## src/rtl/assert_macros.svh

```systemverilog
// ----------------------------------------------------------------------------
// assert_macros.svh
// Shared concurrent assertion macros for the RTL.
// ----------------------------------------------------------------------------
`ifndef ASSERT_MACROS_SVH
`define ASSERT_MACROS_SVH

// Same-cycle implication, disabled while reset is high.
`define ASSERT_IMPLY(label, clk, rst, ante, cons, msg) \
  label: assert property (@(posedge clk) disable iff (rst) (ante) |-> (cons)) \
    else $error(msg);

// Next-cycle implication, disabled while reset is high.
`define ASSERT_NEXT(label, clk, rst, ante, cons, msg) \
  label: assert property (@(posedge clk) disable iff (rst) (ante) |=> (cons)) \
    else $error(msg);

`endif

```

## src/rtl/ndp_pkg.sv

```systemverilog
// ----------------------------------------------------------------------------
// ndp_pkg
// Types, constants and helpers shared by the next digit permutation core.
// ----------------------------------------------------------------------------
package ndp_pkg;

  localparam int MAX_DIGITS = 8;
  localparam int DIGIT_W    = 4;
  localparam int CNT_IN_W   = 4;
  localparam int CNT_W      = $clog2(MAX_DIGITS + 1);
  localparam int IDX_W      = $clog2(MAX_DIGITS);
  localparam int STATUS_W   = 2;

  typedef logic [DIGIT_W-1:0]    digit_t;
  typedef digit_t [MAX_DIGITS-1:0] digits_t;
  typedef logic [CNT_W-1:0]      cnt_t;
  typedef logic [IDX_W-1:0]      idx_t;
  typedef logic [MAX_DIGITS-1:0] lane_vec_t;

  typedef enum logic [STATUS_W-1:0] {
    ST_OK     = 2'd0,
    ST_REPEAT = 2'd1,
    ST_LAST   = 2'd2
  } status_t;

  // Per-position findings of the scan lanes.
  typedef struct packed {
    logic asc;
    logic rep;
  } scan_flags_t;

  // Outcome of the merge across lanes.
  typedef struct packed {
    status_t status;
    idx_t    j;
  } merge_t;

  typedef struct packed {
    logic found;
    idx_t idx;
  } pick_t;

  // Highest set position of a lane vector.
  function automatic pick_t last_set(lane_vec_t v);
    pick_t r;
    r = '0;
    for (int i = 0; i < MAX_DIGITS; i++) begin
      if (v[i]) begin
        r.found = 1'b1;
        r.idx   = IDX_W'(i);
      end
    end
    return r;
  endfunction

endpackage

```

## src/rtl/ndp_in_if.sv

```systemverilog
// ----------------------------------------------------------------------------
// ndp_in_if
// Input channel: digit string and count, valid/ready handshake.
// ----------------------------------------------------------------------------
interface ndp_in_if import ndp_pkg::*; ();

  logic                valid;
  logic                ready;
  digit_t              digit_0;
  digit_t              digit_1;
  digit_t              digit_2;
  digit_t              digit_3;
  digit_t              digit_4;
  digit_t              digit_5;
  digit_t              digit_6;
  digit_t              digit_7;
  logic [CNT_IN_W-1:0] digit_count;

  modport source (
    output valid, digit_0, digit_1, digit_2, digit_3,
           digit_4, digit_5, digit_6, digit_7, digit_count,
    input  ready
  );

  modport sink (
    input  valid, digit_0, digit_1, digit_2, digit_3,
           digit_4, digit_5, digit_6, digit_7, digit_count,
    output ready
  );

endinterface

```

## src/rtl/ndp_out_if.sv

```systemverilog
// ----------------------------------------------------------------------------
// ndp_out_if
// Output channel: next permutation digits and status, valid/ready handshake.
// ----------------------------------------------------------------------------
interface ndp_out_if import ndp_pkg::*; ();

  logic                valid;
  logic                ready;
  digit_t              next_0;
  digit_t              next_1;
  digit_t              next_2;
  digit_t              next_3;
  digit_t              next_4;
  digit_t              next_5;
  digit_t              next_6;
  digit_t              next_7;
  logic [STATUS_W-1:0] status;

  modport source (
    output valid, next_0, next_1, next_2, next_3,
           next_4, next_5, next_6, next_7, status,
    input  ready
  );

  modport sink (
    input  valid, next_0, next_1, next_2, next_3,
           next_4, next_5, next_6, next_7, status,
    output ready
  );

endinterface

```

## src/rtl/next_digit_permutation_core.sv

```systemverilog
// ----------------------------------------------------------------------------
// next_digit_permutation_core
// Next lexicographic permutation of a digit string, with status.
// ----------------------------------------------------------------------------
// Usage:
//   in_ch carries up to eight digits, most significant first, and digit_count
//   (a count above eight is taken as eight). out_ch returns the next
//   permutation; positions at or beyond the count read zero. status is 0 for
//   ok, 1 when a digit repeats, 2 when the digits are already fully
//   descending; in those two cases the digits pass through.
//   A transaction is taken when valid and ready are both high.
//   Throughput: one transaction per cycle while out_ch.ready is high; three
//   register stages (lane scan, merge with greater-than lanes, swap/reverse
//   select) hold one item each. Reset (rst, synchronous) empties all
//   stages; no item is in flight after. When out_ch.ready is low the result
//   holds and stages behind it keep filling; in_ch.ready drops once every
//   stage is occupied.
// ----------------------------------------------------------------------------
`include "assert_macros.svh"

module next_digit_permutation_core import ndp_pkg::*; (
  input logic      clk,
  input logic      rst,
  ndp_in_if.sink   in_ch,
  ndp_out_if.source out_ch
);

  digits_t                     d_in;
  cnt_t                        n_in;
  scan_flags_t [MAX_DIGITS-1:0] f_in;

  logic                        v1;
  digits_t                     d1;
  cnt_t                        n1;
  scan_flags_t [MAX_DIGITS-1:0] f1;
  merge_t                      m1;
  lane_vec_t                   gt1;

  logic                        v2;
  digits_t                     d2;
  cnt_t                        n2;
  merge_t                      m2;
  lane_vec_t                   gt2;
  pick_t                       k2;
  digits_t                     q2;

  logic                        v3;
  digits_t                     q3;
  status_t                     st3;

  logic                        adv1;
  logic                        adv2;
  logic                        adv3;

  // Stage advance: a stage moves when it is empty or the one ahead moves.
  assign adv3 = !v3 || out_ch.ready;
  assign adv2 = !v2 || adv3;
  assign adv1 = !v1 || adv2;
  assign in_ch.ready = adv1;

  always_comb begin
    d_in[0] = in_ch.digit_0;
    d_in[1] = in_ch.digit_1;
    d_in[2] = in_ch.digit_2;
    d_in[3] = in_ch.digit_3;
    d_in[4] = in_ch.digit_4;
    d_in[5] = in_ch.digit_5;
    d_in[6] = in_ch.digit_6;
    d_in[7] = in_ch.digit_7;
    if (int'(in_ch.digit_count) > MAX_DIGITS) begin
      n_in = cnt_t'(MAX_DIGITS);
    end else begin
      n_in = cnt_t'(in_ch.digit_count);
    end
  end

  for (genvar i = 0; i < MAX_DIGITS; i++) begin : g_scan
    ndp_scan_lane u_scan (
      .idx   (idx_t'(i)),
      .d     (d_in),
      .n     (n_in),
      .flags (f_in[i])
    );
  end

  ndp_merge u_merge (
    .flags (f1),
    .m     (m1)
  );

  // Lanes right of the ascent holding a larger digit.
  always_comb begin
    for (int i = 0; i < MAX_DIGITS; i++) begin
      gt1[i] = (i > int'(m1.j)) && (i < int'(n1)) && (d1[i] > d1[m1.j]);
    end
  end

  assign k2 = last_set(gt2);

  for (genvar i = 0; i < MAX_DIGITS; i++) begin : g_out
    ndp_out_lane u_out (
      .idx    (idx_t'(i)),
      .d      (d2),
      .n      (n2),
      .status (m2.status),
      .j      (m2.j),
      .k      (k2.idx),
      .q      (q2[i])
    );
  end

  always_ff @(posedge clk) begin
    if (rst) begin
      v1 <= 1'b0;
      v2 <= 1'b0;
      v3 <= 1'b0;
    end else begin
      if (adv1) begin
        v1 <= in_ch.valid;
      end
      if (adv2) begin
        v2 <= v1;
      end
      if (adv3) begin
        v3 <= v2;
      end
    end
  end

  always_ff @(posedge clk) begin
    if (adv1 && in_ch.valid) begin
      d1 <= d_in;
      n1 <= n_in;
      f1 <= f_in;
    end
    if (adv2 && v1) begin
      d2  <= d1;
      n2  <= n1;
      m2  <= m1;
      gt2 <= gt1;
    end
    if (adv3 && v2) begin
      q3  <= q2;
      st3 <= m2.status;
    end
  end

  assign out_ch.valid  = v3;
  assign out_ch.next_0 = q3[0];
  assign out_ch.next_1 = q3[1];
  assign out_ch.next_2 = q3[2];
  assign out_ch.next_3 = q3[3];
  assign out_ch.next_4 = q3[4];
  assign out_ch.next_5 = q3[5];
  assign out_ch.next_6 = q3[6];
  assign out_ch.next_7 = q3[7];
  assign out_ch.status = st3;

  `ASSERT_NEXT(a_accept_fills_stage, clk, rst, in_ch.valid && in_ch.ready, v1, "accepted transaction lost at stage one")
  `ASSERT_IMPLY(a_ok_has_swap_partner, clk, rst, v2 && (m2.status == ST_OK), gt2 != '0, "ok status without a larger digit to swap")
  `ASSERT_IMPLY(a_ok_ascent_in_range, clk, rst, v2 && (m2.status == ST_OK), (int'(m2.j) + 1) < int'(n2), "ascent position outside digits in use")

endmodule

```

## src/rtl/ndp_scan_lane.sv

```systemverilog
// ----------------------------------------------------------------------------
// ndp_scan_lane
// One digit position: ascent to the right neighbor and repeat detection.
// ----------------------------------------------------------------------------
module ndp_scan_lane import ndp_pkg::*; (
  input  idx_t        idx,
  input  digits_t     d,
  input  cnt_t        n,
  output scan_flags_t flags
);

  idx_t nxt;

  assign nxt = idx_t'(int'(idx) + 1);

  always_comb begin
    flags = '0;
    // nxt wraps on the last lane, but the count check masks it there
    flags.asc = ((int'(idx) + 1) < int'(n)) && (d[idx] < d[nxt]);
    for (int e = 0; e < MAX_DIGITS; e++) begin
      if ((e > int'(idx)) && (e < int'(n)) && (d[idx] == d[e])) begin
        flags.rep = 1'b1;
      end
    end
  end

endmodule

```

## src/rtl/ndp_merge.sv

```systemverilog
// ----------------------------------------------------------------------------
// ndp_merge
// Combines lane flags into the status and the rightmost ascent position.
// ----------------------------------------------------------------------------
module ndp_merge import ndp_pkg::*; (
  input  scan_flags_t [MAX_DIGITS-1:0] flags,
  output merge_t                       m
);

  lane_vec_t asc_vec;
  lane_vec_t rep_vec;
  pick_t     pick;

  always_comb begin
    for (int i = 0; i < MAX_DIGITS; i++) begin
      asc_vec[i] = flags[i].asc;
      rep_vec[i] = flags[i].rep;
    end
  end

  assign pick = last_set(asc_vec);

  always_comb begin
    m.j = pick.idx;
    if (|rep_vec) begin
      m.status = ST_REPEAT;
    end else if (!pick.found) begin
      m.status = ST_LAST;
    end else begin
      m.status = ST_OK;
    end
  end

endmodule

```

## src/rtl/ndp_out_lane.sv

```systemverilog
// ----------------------------------------------------------------------------
// ndp_out_lane
// One result position: picks its digit after the swap and tail reversal.
// ----------------------------------------------------------------------------
module ndp_out_lane import ndp_pkg::*; (
  input  idx_t    idx,
  input  digits_t d,
  input  cnt_t    n,
  input  status_t status,
  input  idx_t    j,
  input  idx_t    k,
  output digit_t  q
);

  idx_t src;

  // Mirror position inside the reversed tail.
  assign src = idx_t'(int'(n) + int'(j) - int'(idx));

  always_comb begin
    if (int'(idx) >= int'(n)) begin
      q = '0;
    end else if ((status != ST_OK) || (idx < j)) begin
      q = d[idx];
    end else if (idx == j) begin
      q = d[k];
    end else if (src == k) begin
      q = d[j];
    end else begin
      q = d[src];
    end
  end

endmodule

```

## src/flat_wrapper.sv

```systemverilog
// flat-port wrapper written by rule: the top's interface ports become plain ports
module next_digit_permutation_core_flat import ndp_pkg::*;
  (clk, rst, in_ch_valid, in_ch_digit_0, in_ch_digit_1, in_ch_digit_2, in_ch_digit_3, in_ch_digit_4, in_ch_digit_5, in_ch_digit_6, in_ch_digit_7, in_ch_digit_count, in_ch_ready, out_ch_valid, out_ch_next_0, out_ch_next_1, out_ch_next_2, out_ch_next_3, out_ch_next_4, out_ch_next_5, out_ch_next_6, out_ch_next_7, out_ch_status, out_ch_ready);
  ndp_in_if in_ch_i ();
  ndp_out_if out_ch_i ();
  input logic clk;
  input logic rst;
  input wire logic [$bits(in_ch_i.valid)-1:0] in_ch_valid;
  input wire logic [$bits(in_ch_i.digit_0)-1:0] in_ch_digit_0;
  input wire logic [$bits(in_ch_i.digit_1)-1:0] in_ch_digit_1;
  input wire logic [$bits(in_ch_i.digit_2)-1:0] in_ch_digit_2;
  input wire logic [$bits(in_ch_i.digit_3)-1:0] in_ch_digit_3;
  input wire logic [$bits(in_ch_i.digit_4)-1:0] in_ch_digit_4;
  input wire logic [$bits(in_ch_i.digit_5)-1:0] in_ch_digit_5;
  input wire logic [$bits(in_ch_i.digit_6)-1:0] in_ch_digit_6;
  input wire logic [$bits(in_ch_i.digit_7)-1:0] in_ch_digit_7;
  input wire logic [$bits(in_ch_i.digit_count)-1:0] in_ch_digit_count;
  output wire logic [$bits(in_ch_i.ready)-1:0] in_ch_ready;
  output wire logic [$bits(out_ch_i.valid)-1:0] out_ch_valid;
  output wire logic [$bits(out_ch_i.next_0)-1:0] out_ch_next_0;
  output wire logic [$bits(out_ch_i.next_1)-1:0] out_ch_next_1;
  output wire logic [$bits(out_ch_i.next_2)-1:0] out_ch_next_2;
  output wire logic [$bits(out_ch_i.next_3)-1:0] out_ch_next_3;
  output wire logic [$bits(out_ch_i.next_4)-1:0] out_ch_next_4;
  output wire logic [$bits(out_ch_i.next_5)-1:0] out_ch_next_5;
  output wire logic [$bits(out_ch_i.next_6)-1:0] out_ch_next_6;
  output wire logic [$bits(out_ch_i.next_7)-1:0] out_ch_next_7;
  output wire logic [$bits(out_ch_i.status)-1:0] out_ch_status;
  input wire logic [$bits(out_ch_i.ready)-1:0] out_ch_ready;
  assign in_ch_i.valid = in_ch_valid;
  assign in_ch_i.digit_0 = in_ch_digit_0;
  assign in_ch_i.digit_1 = in_ch_digit_1;
  assign in_ch_i.digit_2 = in_ch_digit_2;
  assign in_ch_i.digit_3 = in_ch_digit_3;
  assign in_ch_i.digit_4 = in_ch_digit_4;
  assign in_ch_i.digit_5 = in_ch_digit_5;
  assign in_ch_i.digit_6 = in_ch_digit_6;
  assign in_ch_i.digit_7 = in_ch_digit_7;
  assign in_ch_i.digit_count = in_ch_digit_count;
  assign in_ch_ready = in_ch_i.ready;
  assign out_ch_valid = out_ch_i.valid;
  assign out_ch_next_0 = out_ch_i.next_0;
  assign out_ch_next_1 = out_ch_i.next_1;
  assign out_ch_next_2 = out_ch_i.next_2;
  assign out_ch_next_3 = out_ch_i.next_3;
  assign out_ch_next_4 = out_ch_i.next_4;
  assign out_ch_next_5 = out_ch_i.next_5;
  assign out_ch_next_6 = out_ch_i.next_6;
  assign out_ch_next_7 = out_ch_i.next_7;
  assign out_ch_status = out_ch_i.status;
  assign out_ch_i.ready = out_ch_ready;
  next_digit_permutation_core u_core (.clk(clk), .rst(rst), .in_ch(in_ch_i), .out_ch(out_ch_i));
endmodule
```

## config.mk

```make
export PLATFORM = sky130hd
export DESIGN_NAME = next_digit_permutation_core_flat
export DESIGN_NICKNAME = d
export VERILOG_FILES = /design/src/rtl/ndp_pkg.sv /design/src/rtl/ndp_in_if.sv /design/src/rtl/ndp_out_if.sv /design/src/rtl/next_digit_permutation_core.sv /design/src/rtl/ndp_scan_lane.sv /design/src/rtl/ndp_merge.sv /design/src/rtl/ndp_out_lane.sv /design/src/flat_wrapper.sv
export VERILOG_INCLUDE_DIRS = /design/src /design/src/rtl
export SDC_FILE = /design/constraint.sdc
export NUM_CORES = 1
export LEC_CHECK = 0
export BUFFER_PORTS_ARGS = -buffer_cell sky130_fd_sc_hd__buf_2
export CAP_MARGIN = 5
export CORE_UTILIZATION = 30
export DETAILED_ROUTE_END_ITERATION = 12
export SLEW_MARGIN = 0
export SYNTH_ARGS = -nofsm -noshare
export SYNTH_HDL_FRONTEND = slang
export SYNTH_SLANG_ARGS = --single-unit
export TNS_END_PERCENT = 5
```

## constraint.sdc

```tcl
create_clock -name clk -period 6.5 [get_ports clk]
set_clock_uncertainty 0.15 [all_clocks]
set_input_delay 0.975 -clock clk [delete_from_list [all_inputs] [get_ports clk]]
set_output_delay 0.975 -clock clk [all_outputs]
set_load 0.02 [all_outputs]
```

# Word level (Yosys, flattened, before mapping)
# Cells that the tools add are included.
[totals] ff_bits=136 inputBits=40 out_inout_bits=36 wordCells=309
[classes] add_sub_neg=8 n_lt_le_gt_ge=65 eq_ne=43 muxes=70 reduce_logical=75
[ops] operator="2-to-1 mux 4 bit" count=44
[ops] operator="binary-select mux 4 bit (select 3 bit)" count=11
[ops] operator="equality test 4 bit" count=28
[ops] operator="logical AND 1 bit" count=53
[ops] operator="< comparator 3 x 4 -> 1 bit, second input constant" count=11
[ops] operator="< comparator 3 x 4 -> 1 bit, first input constant" count=8
[ops] operator="< comparator 4 bit" count=8
[ops] operator="> comparator 4 bit" count=7
[ops] operator="equality test 3 bit" count=8
[ops] operator="2-to-1 mux 3 bit" count=6
[ops] operator="greater-or-equal comparator 3 x 4 -> 1 bit, first input constant" count=4
[ops] operator="< comparator 2 x 4 -> 1 bit, first input constant" count=4
[ops] operator="equality test 3 bit, first input constant" count=4
[ops] operator="> comparator 3 bit, first input constant" count=4
[ops] operator="< comparator 3 bit, first input constant" count=4
[ops] operator="subtractor 3 bit, second input constant" count=4
[ops] operator="logical OR 1 bit" count=11
[ops] operator="greater-or-equal comparator 1 x 4 -> 1 bit, first input constant" count=2
[ops] operator="greater-or-equal comparator 2 x 4 -> 1 bit, first input constant" count=2
[ops] operator="< comparator 1 x 4 -> 1 bit, first input constant" count=2
[ops] operator="2-to-1 mux 1 bit" count=8
[ops] operator="OR reduction 7 bit" count=1
[ops] operator="equality test 2 x 3 -> 1 bit, first input constant" count=2
[ops] operator="> comparator 2 x 3 -> 1 bit, first input constant" count=2
[ops] operator="18 further kinds" count=23

# Logic depth before layout (Yosys ltp)
# Gate-level depths: netlist (run 1).
[depth] word_depth=12 depth_mapped=15 depth_no_buf=14

# Hierarchy
# From an unflattened synthesis (run 1), not the netlist that was laid out.
[hier_totals] cells_unflattened=2083 area_unflattened_um2=25971.2
[modules_own_cells] mod="ndp_out_lane" n_inst=8 cells_per_inst=110 area_each_um2=1401.3 seq_area_each_um2=0.0
[modules_own_cells] mod="ndp_scan_lane" n_inst=8 cells_per_inst=115 area_each_um2=1186.1 seq_area_each_um2=0.0
[modules_own_cells] mod="next_digit_permutation_core" n_inst=1 cells_per_inst=267 area_each_um2=5177.5 seq_area_each_um2=4083.9
[modules_own_cells] mod="ndp_merge" n_inst=1 cells_per_inst=16 area_each_um2=93.8 seq_area_each_um2=0.0

# Worst setup path after synthesis (run 1)
# No wires, ideal clock.
[synth_path] path_kind="input to register" from="input port out_ch_ready" to="register u_core.d2[0] (netlist bit), enable pin" setup_time_ns=0.527 arrival_time_ns=4.585 t_required_ns=5.823 slack_ns=1.237 path_stages=2 n_path_buf=0 path_cell_list="nor2b_1 a21boi_0"
[synth_between] elab_chain_len=3
[synth_lines] item="start, declared" line_no="flat_wrapper.sv:29" source="input wire logic [$bits(out_ch_i.ready)-1:0] out_ch_ready;"
[synth_lines] item="logical OR 1 bit" line_no="next_digit_permutation_core.sv:56" source="assign adv3 = !v3 || out_ch.ready;"
[synth_lines] item="logical OR 1 bit" line_no="next_digit_permutation_core.sv:57" source="assign adv2 = !v2 || adv3;"
[synth_lines] item="logical AND 1 bit" line_no="next_digit_permutation_core.sv:136" source="if (adv2 && v1) begin"
[synth_lines] item="end signal, assigned" line_no="next_digit_permutation_core.sv:137" source="d2 <= d1;"
[synth_lines] item="end, declared" line_no="next_digit_permutation_core.sv:40" source="digits_t d2;"
# Every way passes these cells.
# A chain may end at the register's enable or synchronous reset.

# Worst setup path after layout (run 1)
[layout_path] from="register u_core.m2[0] (netlist bit)" to="register u_core.q3, in the netlist u_core.out_ch.next_6[1] (data pin)"
[layout_between] elab_chain_len=7 elab_cells_between_ends=13 cone_classes="add/sub: 2; order compare: 1; eq/ne: 2; mux: 7; reduce/logical: 1"
[layout_lines] item="start, declared" line_no="next_digit_permutation_core.sv:42" source="merge_t m2;"
[layout_lines] item="start signal, assigned" line_no="next_digit_permutation_core.sv:139" source="m2 <= m1;"
[layout_lines] item="adder 3 bit" line_no="ndp_out_lane.sv:18" source="assign src = idx_t'(int'(n) + int'(j) - int'(idx));"
[layout_lines] item="subtractor 3 x 2 -> 3 bit" line_no="ndp_out_lane.sv:18"
[layout_lines] item="binary-select mux 4 bit (select 3 bit)" line_no="ndp_out_lane.sv:30" source="q = d[src];"
[layout_lines] item="2-to-1 mux 4 bit (implied by the code)" line_no="ndp_out_lane.sv:30"
[layout_lines] item="2-to-1 mux 4 bit" line_no="ndp_out_lane.sv:27" source="end else if (src == k) begin"
[layout_lines] item="2-to-1 mux 4 bit" line_no="ndp_out_lane.sv:25" source="end else if (idx == j) begin"
[layout_lines] item="2-to-1 mux 4 bit *" line_no="ndp_out_lane.sv:23" source="end else if ((status != ST_OK) || (idx < j)) begin"
[layout_lines] item="end signal, assigned" line_no="next_digit_permutation_core.sv:143" source="q3 <= q2;"
[layout_lines] item="end, declared" line_no="next_digit_permutation_core.sv:48" source="digits_t q3;"
# Mark *: on every way between the ends. The rest lies on a longest branch, timed or not. The select of a mux whose other input is x is not followed.

==> results.json, run 1 <==
{
  "finalNetCount": 1180,
  "cp_cell_sequence": "ha_1 > fa_1 > buf_4 > xnor2_1 > xor2_1 > nand2_1 > o221ai_1 > a311oi_1 > a211o_1",
  "crit_buf_inv": 1,
  "overflow": 0,
  "grt_pass1_wl_mm": 52.2,
  "power.share.clock_pct": 34.8,
  "seq_power_share_pct": 38.9,
  "max_freq_mhz": 220,
  "crit_cells": 9,
  "portBuffers": 75,
  "leakage_nw": 4.49,
  "cts_hold_buf": 0,
  "clk_path_buf_depth": 2,
  "final_common_cell": "edfxtp_1",
  "status": "complete, no violations",
  "grt_antenna_before_repair": 0,
  "synth-edff-count": 133,
  "syn_nets": 1154,
  "worst_pin_slew_ns": 1.03,
  "slowest_stage": "fa_1",
  "nFillCells": 3499,
  "avgSynthCellArea_sq_um": 10.1,
  "tritoncts": "yes",
  "timing.final.crit_share_pct": 70.0,
  "chipHeight_microns": 191,
  "start_util_pct": 30.7,
  "hpwl_mm": 24.7,
  "drtPass1Iterations": 5,
  "async_reset_ff_share_pct": 0,
  "cap_violations": 0,
  "hp-class": "reg -> reg",
  "cts_root_buf": "clkbuf_16",
  "ctsResizeCount": 0,
  "min_period_ns": 4.55,
  "cp.required_ns": 6.53,
  "numCtsBuffers": 17,
  "power.internal_w": 0.00188,
  "p_sw_w": 0.000977,
  "worst_setup_path_start_kind": "register",
  "sw_frac_of_total_pct": 34.2,
  "vias_per_cell": 5.87,
  "critical-path-top-delay-family": "adder cells",
  "grt.total_usage_pct": 19.0,
  "cts.clk_slew.worst_paths_ns": 0.07,
  "ys_warn_count": 0,
  "holdPathStages": 0,
  "grt_pass1_vias": 8664,
  "totalWireLength_mm": 34.5,
  "finalSetupTns_ns": 0,
  "rsz0062_at_grt": "false",
  "drive_gt1_share_pct": 16.1,
  "placementRows": 68,
  "peakVddDrop_v": 0.000167,
  "setup_viol": 0,
  "syn_to_final_growth_pct": 12.1,
  "vias": 9125,
  "place_area_sq_um": 11400,
  "slowest_delay_ns": 0.84,
  "wl_per_cell_microns": 22.2,
  "die_area_sq_um": 36300,
  "die_x_microns": 191,
  "layout_common_cells": "edfxtp_1, nand2_1, buf_2",
  "cp.arrival_ns": 4.58,
  "rr_worst_depth": 9,
  "crit_type": "reg -> reg",
  "grt_start_max_net_pins": 52,
  "synth_cells": 1060,
  "cts_sinks": 136,
  "drc": 0,
  "ys_types": 76,
  "finalInstanceArea_sq_um": 12000,
  "pin_count": 76,
  "clock_latency_ns": 0.43,
  "routabilityCongestion": 0.964,
  "yosys_most_used_dff": "edfxtp_1",
  "postCtsSetupBuffers": 0,
  "cp_max_fo": 26,
  "maxSlewViolCount": 0,
  "htreeDepth": 4,
  "combPwrFrac_pct": 26.3,
  "worstSetupEndpointType": "register",
  "core-area_sq_um": 34800,
  "detail_route.iter0.violations": 977,
  "ys_ff_latch": 136,
  "antenna_left": 0,
  "pwr_density_cell_nw_per_um2": 239,
  "ys_seq_area_share_pct": 38.0,
  "finalHoldViolations": 0,
  "slew_headroom_pct": 31.4,
  "netlist_area_sq_um": 10700
}
-- path summary, 6_finish.rpt --
check | startpoint | endpoint | slack (ns)
setup reg to reg | u_core.m2[0]$_DFFE_PP_ | u_core.out_ch.next_6[1]$_SDFFCE_PP0P_ | 1.95
setup / recovery | u_core.m2[0]$_DFFE_PP_ | u_core.out_ch.next_6[1]$_SDFFCE_PP0P_ | 1.95
hold reg to reg | u_core.d1[12]$_DFFE_PP_ | u_core.d2[12]$_DFFE_PP_ | 0.31
hold / removal | u_core.d1[12]$_DFFE_PP_ | u_core.d2[12]$_DFFE_PP_ | 0.31
-- cell usage after synthesis, types with 7 or more instances --
master	n	area share [%]
a211o_1	13	1.1
a211oi_1	15	1.1
a21oi_1	59	2.8
a311oi_1	18	1.5
a31oi_1	10	0.59
and3_1	10	0.59
buf_2	17	0.80
clkbuf_1	53	1.9
edfxtp_1	133	37
ha_1	53	6.2
inv_1	61	2.1
mux2i_1	23	2.2
mux4_2	37	7.8
nand2_1	92	3.2
nand2b_1	11	0.64
nand3_1	18	0.84
nand4_1	17	1.0
nor2_1	65	2.3
nor2b_1	21	1.2
nor3_1	21	0.98
nor4_1	16	0.94
o211ai_1	16	1.1
o21ai_0	34	1.6
o21ai_1	7	0.33
o22ai_1	20	1.2
o31ai_1	11	0.77
or4_1	7	0.49
xnor2_1	55	4.5
xor2_1	37	3.0
-- flip-flops by register name, indices dropped and copies added, names as in the netlist, 5 cells and up --
register	cells
u_core.d1	32
u_core.d2	32
u_core.f1	15
u_core.gt2	7
u_core.m2	5
-- routing by layer --
metal | vias up | global-route usage (%) | wire (microns) | share of wire [%]
met3 | 106 | 3.96 | 3090 | 9.0
met4 | 0 | 6.95 | 1250 | 3.6
met2 | 564 | 31.1 | 16200 | 47
met1 | 4376 | 24.6 | 13900 | 40
met5 | - | 0 | 0 | 0
li1 | 4079 | - | - | -
-- cell families (layout without fill, tap and decap cells) --
kind of cell	after synthesis	count (layout)	synth area share, %
simple gates	303	303	14.0
compound gates	264	264	17.3
buf+inv	140	179	5.58
flops	136	136	38.0
xor+xnor	94	94	7.92
mux	68	68	10.8
fa+ha+maj	54	54	6.40
other cells	1	2	0.0351
-- power groups by stage --
stage	clock [W]	sequential, W	combinational [W]
5_1_grt	0.00104	0.00111	0.000824
6_report	0.000993	0.00111	0.000752
3_5_place_dp	0	0.00113	0.000739
4_1_cts	0.00100	0.00111	0.000742
3_3_place_gp	0	0.00113	0.000725
2_1_floorplan	0	0.00109	0.000575
-- cell type report --
type | count | area [sq um] | share of cell area [%]
clock buffer | 17 | 425 | 3.56
clock inverter | 15 | 171 | 1.43
sequential | 136 | 4050 | 33.9
antenna | 1 | 2.50 | 0.0209
tap | 455 | 569 | 4.76
timing repair buffer | 85 | 450 | 3.76
multi-input combinational | 784 | 6060 | 50.6
inverter | 62 | 233 | 1.94
-- through the flow --
stage | hold WS, ns | utilization [%] | worst slack (ns) | power (W) | cells
4_1_cts | 0.313 | 34.4 | 2.03 | 0.00285 | 1554
6_report | 0.312 | 34.4 | 1.95 | 0.00286 | 1555
2_1_floorplan | 0.276 | - | 1.24 | 0.00166 | 1060
3_5_place_dp | 0.293 | 32.7 | 2.04 | 0.00187 | 1522
5_1_grt | 0.317 | 34.4 | 1.59 | 0.00298 | 1554
3_3_place_gp | 0.289 | 32.7 | 2.12 | 0.00185 | 1522
Note: power is estimated with default switching activity, not from simulation.
==> run 2: changes to the inputs <==
Clock period 6.5 ns to 3.95 ns, I/O delays scaled along.
==> run 2 against run 1 <==
Effect of this change: worst setup slack lost 1.7 ns; combinational power grew 72%; hold slack lost 0.13 ns; via count grew 0.33%; count of clock-buffer cells in the layout is the same; first-iteration DRC count shrank 0.20%; die area is the same; maximum frequency grew 24%; design area grew 1.6%; global-route usage grew 0.64 points; clock power grew 79%; flip-flop and latch count is the same.
==> results.json, run 2 (synthesis results as in run 1) <==
{
  "slowest_delay_ns": 0.63,
  "setup_viol": 0,
  "combPwrFrac_pct": 26.5,
  "clock_latency_ns": 0.44,
  "timing.final.crit_share_pct": 93.1,
  "grt.total_usage_pct": 19.7,
  "place_area_sq_um": 11500,
  "die_x_microns": 191,
  "die_area_sq_um": 36300,
  "pwr_density_cell_nw_per_um2": 402,
  "peakVddDrop_v": 0.000321,
  "clk_path_buf_depth": 2,
  "vias": 9155,
  "cts_sinks": 136,
  "worst_setup_path_start_kind": "register",
  "totalWireLength_mm": 34.9,
  "p_sw_w": 0.00165,
  "rr_worst_depth": 8,
  "grt_pass1_wl_mm": 54.0,
  "pin_count": 76,
  "antenna_cells": 0,
  "overflow": 0,
  "worstSetupEndpointType": "register",
  "drtPass1Iterations": 5,
  "layout_common_cells": "edfxtp_1, nand2_1, buf_2",
  "rr_endpoint": "u_core.out_ch.next_7[1]$_SDFFCE_PP0P_",
  "slew_headroom_pct": 29.6,
  "wl_per_cell_microns": 22.2,
  "cp_max_fo": 9,
  "min_period_ns": 3.68,
  "htreeDepth": 4,
  "grt_start_max_net_pins": 52,
  "power.internal_w": 0.00324,
  "worst_pin_slew_ns": 1.06,
  "final_common_cell": "edfxtp_1",
  "finalHoldViolations": 0,
  "multi_input_area_sq_um": 6070,
  "cts.clk_slew.worst_paths_ns": 0.07,
  "status": "complete, no violations",
  "portBuffers": 75,
  "seq_power_share_pct": 37.1,
  "crit_type": "reg -> reg",
  "reg2reg_slack_ns": 0.27,
  "finalNetCount": 1197,
  "routabilityCongestion": 0.956,
  "min_from": "rst",
  "cp.arrival_ns": 3.72,
  "final-seq-area_sq_um": 4050,
  "leakage_nw": 4.60,
  "holdPathStages": 2,
  "crit_top_cell": "ha_1",
  "whs_endpoint": "u_core.v1$_SDFFE_PP0N_",
  "start_util_pct": 30.7,
  "core-area_sq_um": 34800,
  "sw_frac_of_total_pct": 33.7,
  "finalInstanceArea_sq_um": 12200,
  "cp_cell_sequence": "ha_1 > fa_1 > ha_1 > mux4_2 > nand2_1 > nor2_1 > or4_1 > a22o_1",
  "chipHeight_microns": 191,
  "finalSetupTns_ns": 0,
  "antenna_left": 0,
  "vias_per_cell": 5.83,
  "maxSlewViolCount": 0,
  "cts_root_buf": "clkbuf_16",
  "power.share.clock_pct": 36.4,
  "cp.required_ns": 4.00,
  "slowest_stage": "mux4_2",
  "drive_gt1_share_pct": 17.6,
  "nFillCells": 3455,
  "syn_to_final_growth_pct": 13.9,
  "cts_hold_buf": 0,
  "drc": 0,
  "tritoncts": "yes",
  "numCtsBuffers": 17,
  "r2r_start": "u_core.n2[0]$_DFFE_PP_",
  "grt_pass1_vias": 8940,
  "rsz0062_at_grt": "false",
  "placementRows": 68,
  "total_power_w": 0.00489,
  "max_freq_mhz": 272,
  "reg_top3": "u_core.d1 (32), u_core.d2 (32), u_core.f1 (15)",
  "grt_antenna_before_repair": 0,
  "detail_route.iter0.violations": 975,
  "cap_violations": 0,
  "hp-class": "in -> reg",
  "hpwl_mm": 24.8
}
-- run 2: metrics by stage --
stage | util, % | instances | worst slack (ns) | hold WS, ns
after floorplan | - | 1060 | 0.0179 | 0.276
after global placement | 33.0 | 1539 | 0.285 | 0.297
after detailed placement | 33.0 | 1539 | 0.184 | 0.317
after CTS | 34.9 | 1571 | 0.180 | 0.175
after global routing | 34.9 | 1571 | 0.0567 | 0.181
final | 34.9 | 1571 | 0.271 | 0.182
-- run 2: layer usage --
layer / part of all wire (%) / track usage (%)
met1: 40 / 25.5
met2: 47 / 32.2
met3: 8.9 / 3.79
met4: 3.6 / 7.66
met5: 0.11 / 0
-- run 2: how the worst max path moves through the flow --
stage,from,end,slack [ns],cells after the start
final,u_core.n2[0]$_DFFE_PP_,u_core.out_ch.next_7[1]$_SDFFCE_PP0P_,0.27,8
after detailed placement,u_core.n2[0]$_DFFE_PP_,u_core.out_ch.next_6[0]$_SDFFCE_PP0P_,0.18,9
after global routing,u_core.n2[0]$_DFFE_PP_,u_core.out_ch.next_1[0]$_SDFFCE_PP0P_,0.06,9
after CTS,u_core.n2[0]$_DFFE_PP_,u_core.out_ch.next_6[2]$_SDFFCE_PP0P_,0.18,9
after global placement,u_core.n2[0]$_DFFE_PP_,u_core.out_ch.next_6[2]$_SDFFCE_PP0P_,0.29,9
after floorplan,out_ch_ready,u_core.d1[0]$_DFFE_PP_,0.02,2
-- run 2: worst max-delay path: cells and delay by family (launching register included) --
family / cells / cell delay (ns)
simple gates: 3 / 0.63
flops: 1 / 0.46
mux: 1 / 0.63
compound gates: 1 / 0.22
fa+ha+maj: 3 / 1.36
-- run 2: cell type report --
class	instances	area share, %
Clock buffer	17	3.50
Clock inverter	15	1.88
Inverter	62	1.91
Multi-Input combinational cell	784	49.9
Sequential cell	136	33.3
Tap cell	455	4.68
Timing Repair Buffer	102	4.75
-- run 2: repair_timing --
item | CTS | global route
endpoints found under the setup margin | 0 | 5
setup buffers | 0 | 0
resized for setup | 0 | 2
-- run 2: power by group through the flow --
stage	combinational (W)	clock, W	sequential (W)
2_1_floorplan	0.000946	0	0.00178
3_3_place_gp	0.00124	0	0.00184
3_5_place_dp	0.00127	0	0.00184
4_1_cts	0.00127	0.00180	0.00181
5_1_grt	0.00142	0.00186	0.00182
6_report	0.00129	0.00178	0.00182
